`src/rtl/wtcqa_pkg.sv`:
```
// Package for the weighted two-class queue arbiter.
// Holds the request and result types, operation and status codes, and reset constants.
// No dependencies.
package wtcqa_pkg;

    localparam int ID_W                = 16;
    localparam int WEIGHT_W            = 4;
    localparam int DEFAULT_QUEUE_DEPTH = 16;

    localparam logic [WEIGHT_W-1:0] WEIGHT_RESET = 4'd3;
    localparam logic [WEIGHT_W-1:0] ROW_MAX      = 4'd15;

    typedef enum logic [1:0] {
        OP_ENQ_NORMAL   = 2'd0,
        OP_ENQ_PRIORITY = 2'd1,
        OP_SERVE        = 2'd2
    } op_t;

    typedef enum logic [1:0] {
        ST_OK    = 2'd0,
        ST_EMPTY = 2'd1,
        ST_FULL  = 2'd2
    } status_t;

    typedef struct packed {
        op_t              operation;
        logic [ID_W-1:0]  client_id;
    } cmd_t;

    typedef struct packed {
        logic [ID_W-1:0]  served_id;
        logic             served_priority;
        status_t          status;
    } result_t;

    typedef struct packed {
        logic push;
        logic pop;
    } queue_ctl_t;

    typedef struct packed {
        logic empty;
        logic full;
    } queue_stat_t;

endpackage

```
`src/rtl/wtcqa_ram.sv`:
```
// Generic single-port-write, single-port-read RAM with a registered read.
// No dependencies.
module wtcqa_ram #(
    parameter int WIDTH = 16,
    parameter int DEPTH = 16
) (
    input  logic                     clk,
    input  logic                     we,
    input  logic [$clog2(DEPTH)-1:0] waddr,
    input  logic [WIDTH-1:0]         wdata,
    input  logic                     re,
    input  logic [$clog2(DEPTH)-1:0] raddr,
    output logic [WIDTH-1:0]         rdata
);

    logic [WIDTH-1:0] mem [DEPTH];

    always_ff @(posedge clk)
    begin
        if (we)
        begin
            mem[waddr] <= wdata;
        end
    end

    always_ff @(posedge clk)
    begin
        if (re)
        begin
            rdata <= mem[raddr];
        end
    end

endmodule

```
`src/rtl/wtcqa_queue.sv`:
```
// One FIFO class queue: head, tail and occupancy around a registered-read RAM.
// Depends on wtcqa_pkg and wtcqa_ram.
module wtcqa_queue #(
    parameter int DEPTH = wtcqa_pkg::DEFAULT_QUEUE_DEPTH
) (
    input  logic                       clk,
    input  logic                       rst_n,
    input  wtcqa_pkg::queue_ctl_t      ctl,
    input  logic [wtcqa_pkg::ID_W-1:0] wdata,
    output wtcqa_pkg::queue_stat_t     stat,
    output logic [wtcqa_pkg::ID_W-1:0] rdata
);

    import wtcqa_pkg::*;

    localparam int PTR_W = $clog2(DEPTH);
    localparam int CNT_W = $clog2(DEPTH + 1);

    logic [PTR_W-1:0] head_reg, head_next;
    logic [PTR_W-1:0] tail_reg, tail_next;
    logic [CNT_W-1:0] count_reg, count_next;

    always_comb
    begin
        head_next  = head_reg;
        tail_next  = tail_reg;
        count_next = count_reg;
        if (ctl.push)
        begin
            tail_next  = (tail_reg == PTR_W'(DEPTH - 1)) ? '0 : tail_reg + 1'b1;
            count_next = count_reg + 1'b1;
        end
        else if (ctl.pop)
        begin
            head_next  = (head_reg == PTR_W'(DEPTH - 1)) ? '0 : head_reg + 1'b1;
            count_next = count_reg - 1'b1;
        end
    end

    always_ff @(posedge clk or negedge rst_n)
    begin
        if (!rst_n)
        begin
            head_reg  <= '0;
            tail_reg  <= '0;
            count_reg <= '0;
        end
        else
        begin
            head_reg  <= head_next;
            tail_reg  <= tail_next;
            count_reg <= count_next;
        end
    end

    assign stat.empty = (count_reg == '0);
    assign stat.full  = (count_reg == CNT_W'(DEPTH));

    wtcqa_ram #(
        .WIDTH (ID_W),
        .DEPTH (DEPTH)
    ) u_ram (
        .clk   (clk),
        .we    (ctl.push),
        .waddr (tail_reg),
        .wdata (wdata),
        .re    (ctl.pop),
        .raddr (head_reg),
        .rdata (rdata)
    );

endmodule

```
`src/rtl/weighted_two_class_queue_arbiter.sv`:
```
// A request is registered in stage s1, then its result is registered and flagged by done.
// Throughput: one request per cycle; busy is never raised and results cannot be stalled.
// The queue pointers and the ratio counter are updated from their own registered values.
// Reset clears both queues, the ratio counter and sets the weight to 3; stored IDs are kept.
// Depends on wtcqa_pkg and wtcqa_queue.
module weighted_two_class_queue_arbiter #(
    parameter int QUEUE_DEPTH = wtcqa_pkg::DEFAULT_QUEUE_DEPTH
) (
    input  logic                           clk,
    input  logic                           rst_n,
    input  logic                           start,
    output logic                           busy,
    input  wtcqa_pkg::cmd_t                cmd,
    output logic                           done,
    output wtcqa_pkg::result_t             result,
    input  logic                           cfg_valid,
    output logic                           cfg_ready,
    input  logic [wtcqa_pkg::WEIGHT_W-1:0] cfg_data
);

    import wtcqa_pkg::*;

    logic                accept;
    logic                s1_valid_reg;
    cmd_t                s1_cmd_reg;
    logic [WEIGHT_W-1:0] weight_reg;
    logic [WEIGHT_W-1:0] row_reg, row_next;

    queue_ctl_t          pri_ctl, nor_ctl;
    queue_stat_t         pri_stat, nor_stat;
    logic [ID_W-1:0]     pri_rdata, nor_rdata;

    logic                done_reg;
    status_t             status_reg, status_next;
    logic                pri_sel_reg, pri_sel_next;
    logic                pop_reg, pop_next;

    assign busy      = 1'b0;
    assign cfg_ready = 1'b1;
    assign accept    = start && !busy;

    always_ff @(posedge clk or negedge rst_n)
    begin
        if (!rst_n)
        begin
            weight_reg <= WEIGHT_RESET;
        end
        else if (cfg_valid && cfg_ready)
        begin
            weight_reg <= cfg_data;
        end
    end

    always_ff @(posedge clk or negedge rst_n)
    begin
        if (!rst_n)
        begin
            s1_valid_reg <= 1'b0;
        end
        else
        begin
            s1_valid_reg <= accept;
        end
    end

    always_ff @(posedge clk)
    begin
        if (accept)
        begin
            s1_cmd_reg <= cmd;
        end
    end

    // A waiting priority client wins while the row counter is below the weight or no normal client waits.
    always_comb
    begin
        pri_ctl      = '0;
        nor_ctl      = '0;
        row_next     = row_reg;
        status_next  = ST_OK;
        pri_sel_next = 1'b0;
        pop_next     = 1'b0;
        if (s1_valid_reg)
        begin
            case (s1_cmd_reg.operation)
                OP_ENQ_NORMAL:
                begin
                    if (nor_stat.full)
                    begin
                        status_next = ST_FULL;
                    end
                    else
                    begin
                        nor_ctl.push = 1'b1;
                    end
                end
                OP_ENQ_PRIORITY:
                begin
                    if (pri_stat.full)
                    begin
                        status_next = ST_FULL;
                    end
                    else
                    begin
                        pri_ctl.push = 1'b1;
                    end
                end
                OP_SERVE:
                begin
                    if (!pri_stat.empty && (nor_stat.empty || row_reg < weight_reg))
                    begin
                        pri_ctl.pop  = 1'b1;
                        pri_sel_next = 1'b1;
                        pop_next     = 1'b1;
                        if (row_reg != ROW_MAX)
                        begin
                            row_next = row_reg + 1'b1;
                        end
                    end
                    else if (!nor_stat.empty)
                    begin
                        nor_ctl.pop = 1'b1;
                        pop_next    = 1'b1;
                        row_next    = '0;
                    end
                    else
                    begin
                        status_next = ST_EMPTY;
                    end
                end
                default:
                begin
                    status_next = ST_OK;
                end
            endcase
        end
    end

    always_ff @(posedge clk or negedge rst_n)
    begin
        if (!rst_n)
        begin
            row_reg     <= '0;
            done_reg    <= 1'b0;
            status_reg  <= ST_OK;
            pri_sel_reg <= 1'b0;
            pop_reg     <= 1'b0;
        end
        else
        begin
            row_reg     <= row_next;
            done_reg    <= s1_valid_reg;
            status_reg  <= status_next;
            pri_sel_reg <= pri_sel_next;
            pop_reg     <= pop_next;
        end
    end

    wtcqa_queue #(
        .DEPTH (QUEUE_DEPTH)
    ) u_pri_queue (
        .clk   (clk),
        .rst_n (rst_n),
        .ctl   (pri_ctl),
        .wdata (s1_cmd_reg.client_id),
        .stat  (pri_stat),
        .rdata (pri_rdata)
    );

    wtcqa_queue #(
        .DEPTH (QUEUE_DEPTH)
    ) u_nor_queue (
        .clk   (clk),
        .rst_n (rst_n),
        .ctl   (nor_ctl),
        .wdata (s1_cmd_reg.client_id),
        .stat  (nor_stat),
        .rdata (nor_rdata)
    );

    // The RAM read registers hold the popped ID during the result cycle.
    assign done                   = done_reg;
    assign result.served_id       = !pop_reg ? '0 : (pri_sel_reg ? pri_rdata : nor_rdata);
    assign result.served_priority = pri_sel_reg;
    assign result.status          = status_reg;

endmodule

```
`config.mk`:
```
export PLATFORM = sky130hd
export DESIGN_NAME = weighted_two_class_queue_arbiter
export DESIGN_NICKNAME = d
export VERILOG_FILES = /design/src/rtl/wtcqa_pkg.sv /design/src/rtl/wtcqa_ram.sv /design/src/rtl/wtcqa_queue.sv /design/src/rtl/weighted_two_class_queue_arbiter.sv
export SDC_FILE = /design/constraint.sdc
export NUM_CORES = 1
export LEC_CHECK = 0
export BUFFER_PORTS_ARGS = -buffer_cell sky130_fd_sc_hd__buf_2
export CAP_MARGIN = 20
export CORE_MARGIN = 8
export CORE_UTILIZATION = 62
export CTS_CLUSTER_SIZE = 20
export DETAILED_ROUTE_END_ITERATION = 10
export PLACE_DENSITY = 0.84
export SETUP_SLACK_MARGIN = 0.2
export SKIP_CTS_REPAIR_TIMING = 1
export SKIP_LAST_GASP = 1
export SYNTH_ARGS = -nofsm -noshare
export SYNTH_HDL_FRONTEND = slang
export SYNTH_HIERARCHICAL = 1
export SYNTH_SLANG_ARGS = --single-unit
export TNS_END_PERCENT = 20
```
`constraint.sdc`:
```
create_clock -name clk -period 4.7 [get_ports clk]
set_input_delay 0.94 -clock clk [delete_from_list [all_inputs] [get_ports clk]]
set_output_delay 0.94 -clock clk [all_outputs]
set_load 0.01 [all_outputs]
```
==> results.md <==
- Post-Layout Cell Count: about 1800
- Post-Syn Nets: 1165
- CP max FO: 13
- Tot GR Track Use: roughly 25%
- Post-Route WL: 55610 um
- Drc violations: 0
- Post-synth EDFFs: 562
- Worst EP required: about 5.2 ns
- Top area cells in the synthesized netlist: edfxtp_1 72%, mux4_2 10%, dfrtp_1 4.1%, mux4_1 2.2%, a22oi_1 2.1%
- Tot Pwr: ~0.015 W
- Slew @ Worst Pin: around 1.1 ns
- Worst slack, placed: roughly 1.4 ns
- Critical Path AT: 3.65 ns
- RR Endpoint: u_pri_queue/count_reg[4]
- Hold depth: 0
- H-tree Lvls: 2
- Dpl hpwl: 29770 um
- Area Overhead vs Synth: 14.11%
- Worst R2R Start: u_pri_queue/count_reg[0]
- Max Cap Violations: 0
- Vias per cell: 6.675
- Avg Inst Size Synth: between 20 and 25 um^2
- Clk sinks: 602
- Status: completed
- Maximum clock insertion buffer count: 3
- Core area: 0.03749 mm^2
- Worst R2R Path Depth: 9
- Diode count: 0
- TritonCTS clock tree: built
- Final period util: between 60% and 70%
- Max Clock Freq: 318.7 MHz
- Slew HR: about a quarter
- DIE AREA: between 0.04 and 0.05 mm^2
- Inst Count DP: roughly 1700
- Sequential area share after synthesis: 76.30%
- RSZ-0062 raised after global routing: no
- Max VDD drop: 0.0002940 V
- Final setup vio count: 0
- Clock Latency Late Sink: 0.61 ns
- Pre-Repair DR Iteration Count: 5
- Min-delay src: s1_valid_reg
- Routed wire length per instance: ~31 um
- Synth top area share: approximately 70%
- # rows: 71
- CP Launch Type: register
- Min-Delay Endpoint: done
- Synth cell types: 52
- Residual overflow from global routing: 0
- Die H: 210.4 um
- Warnings, synthesis: 6
- CTS Buf Count: 56
- Setup TNS: 0 ns
- Crit path time final: 3.138 ns
- Slew Viols, Final: 0
- Antenna-violating nets left: 0
- Final layout net count: between 1000 and 1500
- Final worst clock skew: between 0.02 and 0.03 ns
- I/O pins: 48
- Cell at the root of the clock tree: clkbuf_16
- DR iter-0 viols: ~1600
- Routability Congestion: 0.8162
- Starting Density: 62.51%
- First-pass GRT wire length: 80070 um
- R2r setup slk: 1.56 ns
- Initial antenna violation count: 1
- Clock-pin slew on the worst setup and hold paths: 0.06 ns
- P per Cell Area: between 500 and 600 mW/mm^2
- Die X: around 210 um
- Setup Crit Path Kind: register to register
- Ys async rst share: under 10%
- Share of post-route cells with drive strength above 1: 26.79%
- DR vias: 12010
- IO buf count: 45
- Lkg Pwr: 8.832 nW
- Final worst slack: roughly 1.6 ns
- Pin count of the biggest net entering global routing: 54
- Worst Setup End Kind: register
- Synth area leader: edfxtp_1
- Final Hold Viols: 0
- Post-synthesis cell count: ~1100
- Vias in the first global route: ~12000
- Worst hold path class: register to register
- Post-synthesis cell area: 0.02343 mm^2
- Top_reg_cell synth: edfxtp_1
- Synth Register Bits: 602
-- through the flow --
step	area [um^2]	util (%)	hold slack [ns]
2_1_floorplan	23430	-	0.4303
3_3_place_gp	24430	65.16	0.4381
3_5_place_dp	24430	65.16	0.4472
4_1_cts	26430	70.50	0.4596
5_1_grt	26740	71.33	0.4782
6_report	26740	71.33	0.4621
-- layer usage --
metal,global-route usage [%],up-vias,part of all wire (%)
met5,0,-,0.016
met4,10.96,2,3.9
met3,6.030,126,12
met2,39.75,891,48
met1,32.96,6112,36
li1,-,4878,-
-- cells in the mapped netlist, types with 3 or more instances --
cell type and n:
xnor2_1 8, o21ai_0 13, and2_1 7, nor2b_1 27
mux2_2 5, a21oi_1 6, nand3b_1 4, buf_1 7
clkbuf_1 17, nor2_1 30, nor3_1 10, a22oi_1 65
buf_4 11, a21o_1 4, nand2_1 54, dfrtp_1 38
buf_6 8, edfxtp_1 562, buf_2 7, nor4_1 4
a311oi_1 4, inv_1 14, mux4_1 20, ha_1 14
nand4_1 5, nand2b_1 7, nand3_1 6, mux4_2 108
mux2i_1 19, a211oi_2 3
-- cells by family (layout without fill, tap and decap cells) --
group	count (synthesis)	count (layout)	synth area share, %
flops	602	602	76.30
mux	152	152	13.67
xor+xnor	8	8	0.2990
fa+ha+maj	16	16	0.9184
simple gates	164	164	3.551
buf+inv	64	229	1.495
compound gates	115	115	3.732
other cells	2	2	0.03205
-- cells in the final DEF, fill, tap and decap left out, types with 3 or more instances in the layout --
master	count
a311oi_1	4
mux2_2	5
nor2b_1	25
buf_4	49
dfrtp_1	34
and2_1	7
nand4_1	5
nand2b_1	7
xnor2_1	8
clkbuf_16	58
inv_1	14
mux4_1	20
clkbuf_1	3
a211oi_2	3
nand2_1	54
nor4_1	4
buf_16	6
mux4_2	108
nor2_1	30
nand3b_1	4
a21oi_1	6
nand3_1	6
o21ai_0	13
buf_2	46
clkinv_1	12
a21o_1	4
buf_8	8
a22oi_1	65
clkinvlp_4	6
ha_1	14
edfxtp_1	562
nor3_2	9
mux2i_1	19
clkinv_2	11
bufinv_16	12
-- worst max-delay path: stages, from the launching register on --
cell	delay (ns)
dfrtp_1	0.43
nor4_1	0.10
and2_1	0.19
nor3b_1	0.38
buf_4	0.30
inv_1	0.20
fa_1	0.51
a211oi_1	0.51
o21ai_0	0.22
a211oi_2	0.20
-- worst max-delay path by stage --
stage,startpoint,end,slack (ns),depth (start not counted)
after floorplan,u_pri_queue/count_reg[0],u_nor_queue/count_reg[3],1.06,9
after global placement,u_nor_queue/count_reg[0],u_nor_queue/count_reg[4],1.52,8
after detailed placement,u_nor_queue/count_reg[0],u_nor_queue/count_reg[4],1.36,8
after CTS,u_nor_queue/count_reg[0],u_nor_queue/count_reg[4],1.15,8
after global routing,u_nor_queue/count_reg[0],u_nor_queue/count_reg[4],1.40,9
final,u_pri_queue/count_reg[0],u_pri_queue/count_reg[4],1.56,9
-- layout make-up --
| type | count | area, um^2 |
|---|---|---|
| Timing Repair Buffer | 110 | 903.4 |
| Inverter | 14 | 52.55 |
| Clock inverter | 44 | 539.3 |
| Clock buffer | 61 | 1463 |
| Tap cell | 511 | 639.4 |
| Sequential cell | 602 | 17890 |
| Multi-Input combinational cell | 457 | 5254 |
| Fill cell | 2097 | 10750 |
-- power by group --
group / leakage (nW) / switching [W] / internal (W)
Combinational: 2.30 / 0.00168 / 0.00144
Sequential: 5.56 / 0.000600 / 0.00626
Clock: 0.966 / 0.00200 / 0.00291
Total: 8.83 / 0.00427 / 0.0106
Power figures use the tool's default switching activity.
